==> config.mk <==
export PLATFORM = sky130hd
export DESIGN_NAME = mip_chain_texture_size_top
export DESIGN_NICKNAME = d
export VERILOG_FILES = /design/src/hw/rtl/mcts_pkg.sv /design/src/hw/rtl/mcts_mul.sv /design/src/hw/rtl/mip_chain_texture_size_top.sv
export SDC_FILE = /design/constraint.sdc
export NUM_CORES = 2
export LEC_CHECK = 0
export ABC_AREA = 1
export BUFFER_PORTS_ARGS = -buffer_cell sky130_fd_sc_hd__clkbuf_2
export CAP_MARGIN = 20
export CORE_UTILIZATION = 40
export CTS_CLUSTER_DIAMETER = 50
export DETAILED_ROUTE_END_ITERATION = 10
export HOLD_SLACK_MARGIN = 0.12
export SYNTH_ARGS = -nofsm -noshare
export SYNTH_HDL_FRONTEND = slang
export SYNTH_HIERARCHICAL = 1
export SYNTH_SLANG_ARGS = --single-unit
==> constraint.sdc <==
create_clock -name clk -period 9.4 [get_ports clk]
set_clock_uncertainty 0.05 [all_clocks]
set_input_delay 2.35 -clock clk [delete_from_list [all_inputs] [get_ports clk]]
set_output_delay 2.35 -clock clk [all_outputs]
set_load 0.005 [all_outputs]
==> src/hw/rtl/mcts_pkg.sv <==
package mcts_pkg;

  // Field widths of the command and result words.
  localparam int DIM_IN_W  = 16;
  localparam int DIM_W     = 17;
  localparam int LAYER_W   = 16;
  localparam int LEVEL_W   = 5;
  localparam int BPP_W     = 8;
  localparam int TOTAL_W   = 53;

  // A level term is below 2^37 and the whole chain below 2^39.
  localparam int ACC_W     = 40;

  // Shared multiplier operand and product widths.
  localparam int MUL_A_W   = ACC_W;
  localparam int MUL_B_W   = DIM_W;
  localparam int PROD_W    = MUL_A_W + MUL_B_W;

  localparam int DEFAULT_MAX_LEVELS = 31;

  typedef logic [DIM_IN_W-1:0] dim_t;

endpackage

==> src/hw/rtl/mcts_mul.sv <==
module mcts_mul #(
  parameter int A_W = mcts_pkg::MUL_A_W,
  parameter int B_W = mcts_pkg::MUL_B_W
) (
  input  logic               clk,
  input  logic               en,
  input  logic [A_W-1:0]     a,
  input  logic [B_W-1:0]     b,
  output logic [A_W+B_W-1:0] prod
);

  logic [A_W+B_W-1:0] a_ext;
  logic [A_W+B_W-1:0] b_ext;

  assign a_ext = {{B_W{1'b0}}, a};
  assign b_ext = {{A_W{1'b0}}, b};

  // Registered product; it holds its value while the unit is not enabled.
  always_ff @(posedge clk) begin
    if (en) begin
      prod <= a_ext * b_ext;
    end
  end

endmodule

==> src/hw/rtl/mip_chain_texture_size_top.sv <==
// Channel  | Handshake     | Ports
// ---------+---------------+------------------------------------------------------
// command  | start & !busy | tex_width, tex_height, layer_count, level_count,
//          |               | pixel_bits, block_compressed
// result   | done strobe   | total_bytes
//
// done rises once the sequencer has worked through L levels, where L is the level count
// after clamping to 1..MAX_LEVELS: two passes of the shared multiplier per level (width by
// height, then by bits per pixel), then it adds the last term, multiplies once by the
// layer count and saturates. busy drops with done, so a new word is taken only after the
// last result. Synchronous reset returns the sequencer to idle and drops done.
// Results cannot be stalled and show for one cycle only.
module mip_chain_texture_size_top #(
  parameter int MAX_LEVELS = mcts_pkg::DEFAULT_MAX_LEVELS
) (
  input  logic                            clk,
  input  logic                            rst,
  input  logic                            start,
  output logic                            busy,
  input  logic [mcts_pkg::DIM_IN_W-1:0]   tex_width,
  input  logic [mcts_pkg::DIM_IN_W-1:0]   tex_height,
  input  logic [mcts_pkg::LAYER_W-1:0]    layer_count,
  input  logic [mcts_pkg::LEVEL_W-1:0]    level_count,
  input  logic [mcts_pkg::BPP_W-1:0]      pixel_bits,
  input  logic                            block_compressed,
  output logic                            done,
  output logic [mcts_pkg::TOTAL_W-1:0]    total_bytes
);

  import mcts_pkg::*;

  localparam int CNT_W = $clog2(MAX_LEVELS + 1);

  localparam logic [2:0] S_IDLE  = 3'd0;
  localparam logic [2:0] S_DIM   = 3'd1;
  localparam logic [2:0] S_BPP   = 3'd2;
  localparam logic [2:0] S_SUM   = 3'd3;
  localparam logic [2:0] S_LAYER = 3'd4;
  localparam logic [2:0] S_OUT   = 3'd5;

  logic [2:0]           state;
  dim_t                 w;
  dim_t                 h;
  logic [LAYER_W-1:0]   layers;
  logic [BPP_W-1:0]     bpp;
  logic                 bc;
  logic [CNT_W-1:0]     cnt;
  logic [ACC_W-1:0]     acc;
  logic                 have_term;

  logic                 mul_en;
  logic [MUL_A_W-1:0]   mul_a;
  logic [MUL_B_W-1:0]   mul_b;
  logic [PROD_W-1:0]    prod;

  logic [DIM_W-1:0]     pw;
  logic [DIM_W-1:0]     ph;
  logic [DIM_W-1:0]     w_round;
  logic [DIM_W-1:0]     h_round;
  logic [ACC_W-1:0]     term;
  dim_t                 w_half;
  dim_t                 h_half;

  // Round up to a multiple of four for block-compressed formats.
  assign w_round = {1'b0, w} + DIM_W'(3);
  assign h_round = {1'b0, h} + DIM_W'(3);
  assign pw      = bc ? {w_round[DIM_W-1:2], 2'b00} : {1'b0, w};
  assign ph      = bc ? {h_round[DIM_W-1:2], 2'b00} : {1'b0, h};

  assign w_half  = (w[DIM_IN_W-1:1] == '0) ? DIM_IN_W'(1) : {1'b0, w[DIM_IN_W-1:1]};
  assign h_half  = (h[DIM_IN_W-1:1] == '0) ? DIM_IN_W'(1) : {1'b0, h[DIM_IN_W-1:1]};

  // The product register still holds the last level's bit count here.
  assign term    = prod[ACC_W+2:3];

  assign busy    = (state != S_IDLE);

  always_comb begin
    mul_en = 1'b0;
    mul_a  = '0;
    mul_b  = '0;
    case (state)
      S_DIM: begin
        mul_en = 1'b1;
        mul_a  = MUL_A_W'(pw);
        mul_b  = ph;
      end
      S_BPP: begin
        mul_en = 1'b1;
        mul_a  = prod[MUL_A_W-1:0];
        mul_b  = MUL_B_W'(bpp);
      end
      S_LAYER: begin
        mul_en = 1'b1;
        mul_a  = acc;
        mul_b  = MUL_B_W'(layers);
      end
      default: begin
        mul_en = 1'b0;
      end
    endcase
  end

  mcts_mul #(
    .A_W (MUL_A_W),
    .B_W (MUL_B_W)
  ) u_mul (
    .clk  (clk),
    .en   (mul_en),
    .a    (mul_a),
    .b    (mul_b),
    .prod (prod)
  );

  always_ff @(posedge clk) begin
    if (rst) begin
      state <= S_IDLE;
      done  <= 1'b0;
    end else begin
      done <= (state == S_OUT);
      case (state)
        S_IDLE: begin
          if (start) begin
            w         <= (tex_width == '0) ? DIM_IN_W'(1) : tex_width;
            h         <= (tex_height == '0) ? DIM_IN_W'(1) : tex_height;
            layers    <= (layer_count == '0) ? LAYER_W'(1) : layer_count;
            bpp       <= pixel_bits;
            bc        <= block_compressed;
            acc       <= '0;
            have_term <= 1'b0;
            if (level_count == '0) begin
              cnt <= CNT_W'(1);
            end else if (int'(level_count) > MAX_LEVELS) begin
              cnt <= CNT_W'(MAX_LEVELS);
            end else begin
              cnt <= CNT_W'(level_count);
            end
            state <= S_DIM;
          end
        end
        S_DIM: begin
          if (have_term) begin
            acc <= acc + term;
          end
          state <= S_BPP;
        end
        S_BPP: begin
          w         <= w_half;
          h         <= h_half;
          have_term <= 1'b1;
          cnt       <= cnt - CNT_W'(1);
          state     <= (cnt == CNT_W'(1)) ? S_SUM : S_DIM;
        end
        S_SUM: begin
          acc   <= acc + term;
          state <= S_LAYER;
        end
        S_LAYER: begin
          state <= S_OUT;
        end
        S_OUT: begin
          if (prod[PROD_W-1:TOTAL_W] != '0) begin
            total_bytes <= '1;
          end else begin
            total_bytes <= prod[TOTAL_W-1:0];
          end
          state <= S_IDLE;
        end
        default: begin
          state <= S_IDLE;
        end
      endcase
    end
  end

endmodule

==> run_results.csv <==
group,metric,value,unit
logic_synthesis,synth_edf_count,213,
global_routing,grt_overflow,0,
logic_synthesis,syn_avg_cell_area,7.47,µm²
final_layout,syn_to_final_growth,8.73,%
logic_synthesis,ys_types,47,
worst_setup_path,worstReg2RegStart,"state[1]",
pwr,peakVddDrop,0.172,mV
global_routing,grtUsageTotal,24.7,%
final_layout,layout-drive-gt1-share,7.15,%
clock_network,hold_buffers,0,
clock_network,post-cts-setup-buffers,0,
pwr,power.density,119,nW/µm²
final_layout,diodes,0,
sta,finalSetupTns,0,ns
placed_design,post-dp-hpwl,88800,µm
worst_setup_path,setup.worst_path.start,"state[1]",
drt,wl_per_cell,18.1,µm
global_routing,antenna_found_initial,4,
global_routing,grt_pass1_vias,30500,
final_layout,fin_util,43.9,%
worst_setup_path,endpoint_kind,"register",
global_routing,grt_max_degree,54,
die,die_width,301,µm
worst_setup_path,worstSetupPathType,"register to register",
clock_network,cts.repair.resized,0,
placed_design,gp_congestion,0.973,
sta,worstMarginPinSlew,1.19,ns
die,core_area,88400,µm²
logic_synthesis,synthFlopType,"edfxtp_1",
pwr,leakagePower,21.5,nW
sta,fmax,123,MHz
die,die_h,301,µm
sta,min_period,8.11,ns
sta,max-slew-margin-rel,20.4,%
global_routing,grt_pass1_wl,172000,µm
final_layout,regArea,6480,µm²
placed_design,postPlaceCellArea,37800,µm²
clock_network,worstSkewPairLatency,0.59,ns
clock_network,clk_pin_slew,0.06,ns
final_layout,multiInputGateArea,23500,µm²
worst_setup_path,timing.rr.end,"u_mul/prod[52]",
die,die-area,90300,µm²
hold_path,hold_path.class,"register to register",
logic_synthesis,synth_seq_area_share,18.2,%
sta,hold_violations,0,
die,ioPinCount,120,
clock_network,clock_path_buffers,3,
clock_network,numCtsBuffers,31,
clock_network,h-tree-depth,1,
worst_setup_path,cpPeakStageDelay,1.03,ns
clock_network,cts_tree,"built",
worst_setup_path,critPathRequiredTime,9.66,ns
logic_synthesis,synth.area.top_cells,"fa_1, edfxtp_1, nand2_1, inv_1, ha_1",
sta,rsz0062_at_grt,"no",
drt,first_pass_iters,6,
worst_setup_path,r2r_slack,1.29,ns
clock_network,clkSinkCount,217,
drt,dr.first_iter.drc_count,2087,
final_layout,stdcell_area,38800,µm²
logic_synthesis,yosys.area.top_type,"fa_1",
die,rows,109,
logic_synthesis,synth_top_cell_area_share,32.0,%
drt,ant_nets,0,
job,drv_cap,0,
sta,slew_violations,0,
worst_setup_path,worstPathMaxFanout,22,
logic_synthesis,syn_area,35600,µm²
worst_setup_path,critPathLaunchType,"register",
worst_setup_path,cp.arrival,8.37,ns
clock_network,cts_root_buffer,"clkbuf_16",
logic_synthesis,yosys_warnings,6,
drt,routed-via-count,29600,
status,outcome,"finished, final reports clean",
drt,drc,0,
drt,via_per_inst,4.94,
logic_synthesis,synth_cells,4770,
die,initial_core_util,40.3,%
final_layout,fillerInstances,9210,
logic_synthesis,synthArstFlopShare,0,%
worst_setup_path,r2r_cells,27,
worst_setup_path,crit_end,"u_mul/prod[52]",
worst_setup_path,crit_slowest_cell,"o21ai_1",
sta,setup_viol,0,
logic_synthesis,ys_ff_latch,217,
final_layout,nNetsFinal,5615,
sta,min_period_over_period,86.3,%
logic_synthesis,synth_nets,5577,
placed_design,io_buffers,119,
drt,wl,109000,µm
-- worst max-delay path, delay by kind of cell (launching register included) --
| family | cells | cell delay, ns |
|---|---|---|
| adder cells (fa/ha/maj) | 7 | 3.47 |
| AND/OR/NAND/NOR | 10 | 1.56 |
| buffers and inverters | 9 | 1.25 |
| AO/OA/AOI/OAI | 1 | 1.03 |
| flip-flops | 1 | 0.44 |
-- worst min path at each step --
stage                     cells after the start         endpoint      startpoint  slack, ns
final                                         2  total_bytes[49]  u_mul/prod[49]       0.48
after global routing                          2  total_bytes[45]  u_mul/prod[45]       0.50
after CTS                                     2  total_bytes[45]  u_mul/prod[45]       0.47
after detailed placement                      2  total_bytes[45]  u_mul/prod[45]       0.45
after global placement                        2  total_bytes[45]  u_mul/prod[45]       0.45
after floorplan                               2  total_bytes[49]  u_mul/prod[49]       0.43
-- logic make-up (layout without fill, tap and decap cells) --
logic type / after synthesis / in the layout / share of synthesized area, %
AND/OR/NAND/NOR: 1961 / 1961 / 22.3
buffers and inverters: 1554 / 1612 / 16.5
adder cells (fa/ha/maj): 742 / 742 / 38.1
AO/OA/AOI/OAI: 253 / 253 / 3.91
flip-flops: 217 / 217 / 18.2
XOR/XNOR: 43 / 43 / 1.06
-- synthesized netlist by cell type, types with 2 or more instances --
cell / n
a21boi_0: 4
a21o_1: 2
a21oi_1: 104
a31oi_1: 2
and2_1: 2
buf_2: 17
buf_4: 3
clkbuf_1: 173
dfxtp_1: 4
edfxtp_1: 213
fa_1: 570
ha_1: 172
inv_1: 1351
inv_2: 9
nand2_1: 1533
nand2_2: 13
nand3_1: 109
nand3_2: 15
nand3b_1: 4
nand4_1: 25
nor2_1: 180
nor2_2: 27
nor2_4: 4
nor3_1: 16
nor3_2: 5
nor3_4: 2
nor4_1: 21
o211ai_1: 18
o21a_1: 4
o21ai_0: 86
o21ai_1: 13
o21bai_1: 13
xnor2_1: 9
xor2_1: 34
-- flip-flops by register name, summed over array words and instances (netlist names) --
| register | cells |
|---|---|
| acc | 40 |
| w | 16 |
| total_bytes | 53 |
| cnt | 5 |
| bpp | 8 |
| state | 3 |
| bc | 1 |
| layers | 16 |
| h | 16 |
| u_mul/prod | 57 |
| have_term | 1 |
| done | 1 |
-- area by class of cell --
| class | instances | area share [%] |
|---|---|---|
| clock buffers | 34 | 2.03 |
| clock inverters | 19 | 0.446 |
| inverters | 1360 | 13.2 |
| multi-input cells | 2999 | 60.5 |
| flip-flops and latches | 217 | 16.7 |
| well taps | 1165 | 3.76 |
| repair buffers | 199 | 3.38 |
-- cell usage in the layout (no fill, tap or decap), types with 62 or more instances in the layout --
cell type,n
inv_1,1351
nand2_1,1533
o21ai_0,62
edfxtp_1,213
nand3_1,103
fa_1,570
clkbuf_2,119
nor2_1,177
a21oi_1,103
buf_4,71
ha_1,172
-- routing by layer --
layer	global-route usage (%)	share of wire, %	up-vias
met4	5.62	2.5	4
met1	33.4	43	14600
met3	3.61	7.4	184
met2	41.7	47	992
met5	0	0.021	-
li1	-	-	13800
-- report_power, final --
part           total [mW]  switching [mW]  internal, mW
Clock                1.11           0.471         0.638
Sequential           1.35           0.111          1.24
Combinational        2.16            1.53         0.635
-- stage by stage --
| stage | power, mW | std cells | hold WS, ns | setup slack (ns) |
|---|---|---|---|---|
| 2_1_floorplan | 2.70 | 4770 | 0.429 | 1.17 |
| 3_3_place_gp | 3.50 | 5937 | 0.446 | 1.23 |
| 3_5_place_dp | 3.51 | 5938 | 0.455 | 1.34 |
| 4_1_cts | 4.63 | 5991 | 0.469 | 1.31 |
| 5_1_grt | 4.92 | 5993 | 0.496 | 0.861 |
| 6_report | 4.63 | 5993 | 0.475 | 1.29 |
No activity file was read; power rests on OpenSTA's default activity.
